**src/rtl/vdi_pkg.sv**
```systemverilog
// Package for the vertex deduplication indexer: sizes, item and memory port types,
// and the coordinate compare helpers used by the hash and the coordinate store.
// No dependencies.
`default_nettype none

package vdi_pkg;

    // Table sizes.
    localparam int CAPACITY  = 4096;
    localparam int SLOTS     = 8192;

    localparam int COORD_W   = 64;
    localparam int OUT_IDX_W = 12;
    localparam int IDX_W     = $clog2(CAPACITY);
    localparam int CNT_W     = $clog2(CAPACITY + 1);
    localparam int SLOT_W    = $clog2(SLOTS);
    localparam int PRB_W     = $clog2(SLOTS + 1);

    // Multiplier of the slot hash (golden ratio, 32 bits).
    localparam logic [31:0] HASH_MUL = 32'h9E37_79B9;

    // One input item: a mesh corner.
    typedef struct packed {
        logic [COORD_W-1:0] x_bits;
        logic [COORD_W-1:0] y_bits;
        logic [COORD_W-1:0] z_bits;
        logic               end_of_face;
    } t_in;

    // One result item.
    typedef struct packed {
        logic [OUT_IDX_W-1:0] vertex_index;
        logic                 is_new;
        logic                 table_full;
        logic                 face_done;
    } t_out;

    // One slot of the hash table.
    typedef struct packed {
        logic             valid;
        logic [IDX_W-1:0] idx;
    } t_slot_entry;

    // Access to the slot table.
    typedef struct packed {
        logic              rd_en;
        logic [SLOT_W-1:0] rd_addr;
        logic              wr_en;
        logic [SLOT_W-1:0] wr_addr;
        t_slot_entry       wr_data;
    } t_slot_req;

    // Access to the coordinate stores; write data is the current corner.
    typedef struct packed {
        logic             rd_en;
        logic [IDX_W-1:0] rd_addr;
        logic             wr_en;
        logic [IDX_W-1:0] wr_addr;
    } t_coord_req;

    // Minus zero becomes plus zero.
    function automatic logic [COORD_W-1:0] fold_zero(input logic [COORD_W-1:0] b);
        return (b[COORD_W-2:0] == '0) ? '0 : b;
    endfunction

    function automatic logic is_nan64(input logic [COORD_W-1:0] b);
        return (b[62:52] == 11'h7FF) && (b[51:0] != '0);
    endfunction

    // IEEE equality on bit patterns: zeros match, a NaN matches nothing.
    function automatic logic coord_eq(input logic [COORD_W-1:0] a,
                                      input logic [COORD_W-1:0] b);
        return !is_nan64(a) && !is_nan64(b) && (fold_zero(a) == fold_zero(b));
    endfunction

    // Low bits of a vertex index as carried by the result item.
    function automatic logic [OUT_IDX_W-1:0] out_index(input logic [IDX_W-1:0] idx);
        logic [IDX_W+OUT_IDX_W-1:0] wide;
        wide = {{OUT_IDX_W{1'b0}}, idx};
        return wide[OUT_IDX_W-1:0];
    endfunction

endpackage

`default_nettype wire

```
**src/rtl/vdi_hash.sv**
```systemverilog
// Two-stage slot hash of a corner: coordinate mix, then a 32-bit multiply,
// then a reduction into the slot range. Depends on vdi_pkg.
`default_nettype none

module vdi_hash (
    input  wire                       i_clk,
    input  vdi_pkg::t_in              i_key,
    output logic [vdi_pkg::SLOT_W-1:0] o_pos
);
    import vdi_pkg::*;

    logic [COORD_W-1:0] w_fx;
    logic [COORD_W-1:0] w_fy;
    logic [COORD_W-1:0] w_fz;
    logic [COORD_W-1:0] w_mix;
    logic [31:0]        r_h32;
    logic [31:0]        r_prod;
    logic [SLOT_W-1:0]  w_top;
    logic [SLOT_W:0]    w_top_ext;
    logic [SLOT_W:0]    w_red;

    // Mix the three coordinates with zeros folded, so that +0 and -0 hash alike.
    always_comb begin
        w_fx  = fold_zero(i_key.x_bits);
        w_fy  = fold_zero(i_key.y_bits);
        w_fz  = fold_zero(i_key.z_bits);
        w_mix = w_fx ^ {w_fy[42:0], w_fy[63:43]} ^ {w_fz[20:0], w_fz[63:21]};
    end

    // Stage registers: folded mix, then the multiplicative scramble.
    always_ff @(posedge i_clk) begin
        r_h32  <= w_mix[63:32] ^ w_mix[31:0];
        r_prod <= r_h32 * HASH_MUL;
    end

    // The top bits are below twice the slot count, so one subtract reduces them.
    always_comb begin
        w_top     = r_prod[31 -: SLOT_W];
        w_top_ext = {1'b0, w_top};
        if (w_top_ext >= (SLOT_W + 1)'(SLOTS)) begin
            w_red = w_top_ext - (SLOT_W + 1)'(SLOTS);
        end else begin
            w_red = w_top_ext;
        end
        o_pos = w_red[SLOT_W-1:0];
    end

endmodule

`default_nettype wire

```
**config.mk**
```make
export PLATFORM = sky130hd
export DESIGN_NAME = vdi_hash
export DESIGN_NICKNAME = d
export VERILOG_FILES = /design/src/rtl/vdi_pkg.sv /design/src/rtl/vdi_hash.sv
export SDC_FILE = /design/constraint.sdc
export NUM_CORES = 1
export LEC_CHECK = 0
export BUFFER_PORTS_ARGS = -buffer_cell sky130_fd_sc_hd__buf_2
export CAP_MARGIN = 20
export CORE_MARGIN = 2
export CORE_UTILIZATION = 40
export DETAILED_ROUTE_END_ITERATION = 7
export PLACE_DENSITY = 0.72
export SYNTH_ARGS = -nofsm -noshare
export SYNTH_HDL_FRONTEND = slang
export SYNTH_SLANG_ARGS = --single-unit
```
**constraint.sdc**
```tcl
create_clock -name i_clk -period 6.55 [get_ports i_clk]
set_clock_uncertainty 0.05 [all_clocks]
set_input_delay 0.3275 -clock i_clk [delete_from_list [all_inputs] [get_ports i_clk]]
set_output_delay 0.3275 -clock i_clk [all_outputs]
set_load 0.03 [all_outputs]
```
==> reports/metrics.csv <==
stage,metric,value,unit
sta,normalized max-slew margin,39.4,%
floorplan,initial core utilization,40.9,%
routing,DRC,0,
cells_and_area,"non-filler cells, final",1752,
worst_hold_path,hold crit path type,in -> reg,
cts,Clock Latency Late Sink,300,ps
sta,Worst Max-Slew Pin Slew,901,ps
worst_hold_path,Hold Crit Depth,3,
floorplan,Die Span Y,176,um
cells_and_area,fraction of layout cells with a size suffix above 1,19.5,%
sta,f_max,158,MHz
sta,worst hold slack,265,ps
yosys,Post-synth EDFFs,0,
setup_path,reg2reg path depth,21,
placement,dpl cells,1734,
yosys,largest area contributor in the netlist,fa_1,
global_route,largest net degree at the start of global routing,16,
sta,setup TNS,0,ps
placement,hpwl dp,33500,um
yosys,yosys warns,0,
yosys,#FFs+latches synth,45,
setup_path,CP Launch Point,r_h32[4]$_DFF_P_,
worst_hold_path,hold path start,i_key[192],
yosys,Synth Instances,1119,
yosys,sequential element share of the synthesized area,7.63,%
floorplan,full die area,0.0309,mm^2
yosys,Post-Syn Nets,1741,
yosys,area share of the largest cell type after synthesis,38.7,%
routing,vias post-DR,8605,
sta,Final Critical Period,6310,ps
cells_and_area,Layout Nets,1986,
setup_path,Reg2Reg Launch Point,r_h32[4]$_DFF_P_,
placement,# port buffers,205,
placement,Setup WS pre-CTS,21.1,ps
setup_path,CP cell instances,inv_2 > fa_1 > inv_1 > fa_1 > fa_1 > inv_1 > fa_1 > inv_1 > fa_1 > inv_1 > fa_1 > inv_1 > fa_1 > fa_1 > ha_4 > nand4_1 > a211oi_4 > o211ai_2 > buf_4 > o21ai_0 > xnor2_1,
cts,H-tree depth,2,
routing,initial DRC count,387,
setup_path,Crit-path slowest cell,fa_1,
yosys,share of flip-flops with an asynchronous set or reset,0,%
global_route,total track usage,24.0,%
setup_path,"CP delay by family, top",adder cells,
routing,Vias per Instance,4.91,
setup_path,"most used cell, CP",fa_1,
routing,post-route antenna net violation count,0,
sta,"Setup violations, final",0,
floorplan,Die Wd,176,um
sta,Final Hold Viols,0,
setup_path,WP depth,21,
global_route,initial antenna violation count,3,
sta,period utilisation layout,96.4,%
floorplan,row count,62,
yosys,main area contributors after synthesis,"fa_1 (39%), ha_1 (21%), xnor2_1 (13%), inv_1 (9.3%), dfxtp_1 (7.6%)",
cells_and_area,fillers,2732,
yosys,ys flop type,dfxtp_1,
sta,final-report max-slew violation count,0,
setup_path,Bufs and invs on worst path,7,
setup_path,Setup crit start kind,register,
routing,drt first pass iters,7,
routing,Avg WL per Cell,20.5,um
cts,number of buffers created by CTS,5,
run,max-cap viol count,0,
setup_path,crit end category,register,
yosys,Syn Area/Cell,10.5,um^2
setup_path,crit-path max FO,4,
yosys,Unique masters post-synth,37,
global_route,first-pass GRT wire length,54500,um
cts,CTS Buffer Depth,2,
cts,root cell of the clock tree,clkbuf_16,
sta,RSZ-0062 raised after global routing,no,
setup_path,CP max stage delay,540,ps
cts,CTS tree,built,
setup_path,critical path arrival,6500,ps
run_status,run status,"finished, final reports clean",
placement,placer congestion estimate,0.980,
cts,clock sinks,45,
floorplan,core area,0.0289,mm^2
setup_path,critical path class,reg -> reg,
setup_path,Crit path required time,6730,ps
global_route,global route overflow,0,
global_route,vias in the first global route,9903,
cts,Worst-path clk slew,70,ps
routing,final WL,35800,um
floorplan,Top Ports,207,
yosys,"Cell Area, Synth",0.0118,mm^2
cells_and_area,P&R area growth vs syn,16.8,%
cts,Post-CTS Hold Fix Bufs,0,
sta,final worst-path setup slack,238,ps
[registers in the layout, indices dropped and copies added (netlist names)]
| name | flops |
|---|---|
| r_h32 | 32 |
| r_prod | 13 |
[path summary, 6_finish.rpt]
check / to / slack, ps
worst max-delay path: r_prod[31]$_DFF_P_ / 240
worst min-delay path: r_h32[31]$_DFF_P_ / 270
worst max register to register: r_prod[31]$_DFF_P_ / 240
worst min register to register: r_prod[31]$_DFF_P_ / 1050
[cell usage after synthesis, drive strengths merged (3+ instances only)]
library cell / instances
a21boi: 3
a21oi: 13
dfxtp: 45
fa: 228
ha: 200
inv: 291
nand2: 7
nand4: 16
nor2: 14
nor3: 8
nor4: 46
o211ai: 4
o21a: 5
o21ai: 10
o21bai: 3
xnor2: 171
xor2: 35
[area by class of cell]
cell class                      count  area (um^2)  share of cell area (%)
Multi-Input combinational cell    783         9870                    71.6
Tap cell                          384          480                    3.49
Sequential cell                    45          906                    6.57
Clock buffer                        5          125                   0.908
Antenna cell                        3         7.51                  0.0545
Timing Repair Buffer              238         1270                    9.24
Clock inverter                      3         21.3                   0.154
Inverter                          291         1100                    7.98
[per-layer routing]
layer,up-vias,GRT usage [%],share of wire (%)
met2,317,44.8,53
met3,81,3.23,5.0
met1,4212,26.4,36
li1,3995,-,-
met4,0,12.5,5.5
met5,-,0,0
[worst min-delay path, delay by kind of cell]
| family | cells | cell delay, ps |
|---|---|---|
| AO/OA/AOI/OAI | 1 | 70 |
| XOR/XNOR | 1 | 70 |
| buffers and inverters | 1 | 100 |
[layout by cell type (no fill, tap or decap), types with 4 or more instances in the layout]
cell type / n
nand2_1: 7
dfxtp_2: 4
ha_1: 198
o21a_1: 5
nor3_1: 8
clkbuf_16: 5
a21oi_1: 10
o21ai_0: 8
buf_4: 33
buf_2: 205
dfxtp_1: 41
xor2_1: 35
fa_1: 228
nor2_1: 14
nand4_1: 16
nor4_1: 46
inv_1: 288
xnor2_1: 171
[kinds of logic after synthesis]
| group | share of synthesized area [%] |
|---|---|
| fa+ha+maj | 59.9 |
| buf+inv | 9.25 |
| xor+xnor | 15.3 |
| simple gates | 4.61 |
| compound gates | 3.36 |
| flops | 7.63 |
[through the flow]
stage                     instance area (um^2)  utilization, %
after floorplan                          11800               -
after global placement                   13500            46.8
after detailed placement                 13500            46.8
after CTS                                13700            47.3
after global routing                     13800            47.8
final                                    13800            47.8
[repair_timing]
action                                  in CTS  in global routing
endpoints found under the setup margin       0                  5
buffers inserted                             0                  7
resized for setup                            0                 16
Power is not shown: default switching activity piles up to over one toggle a cycle in this logic, so the estimate is an artifact.
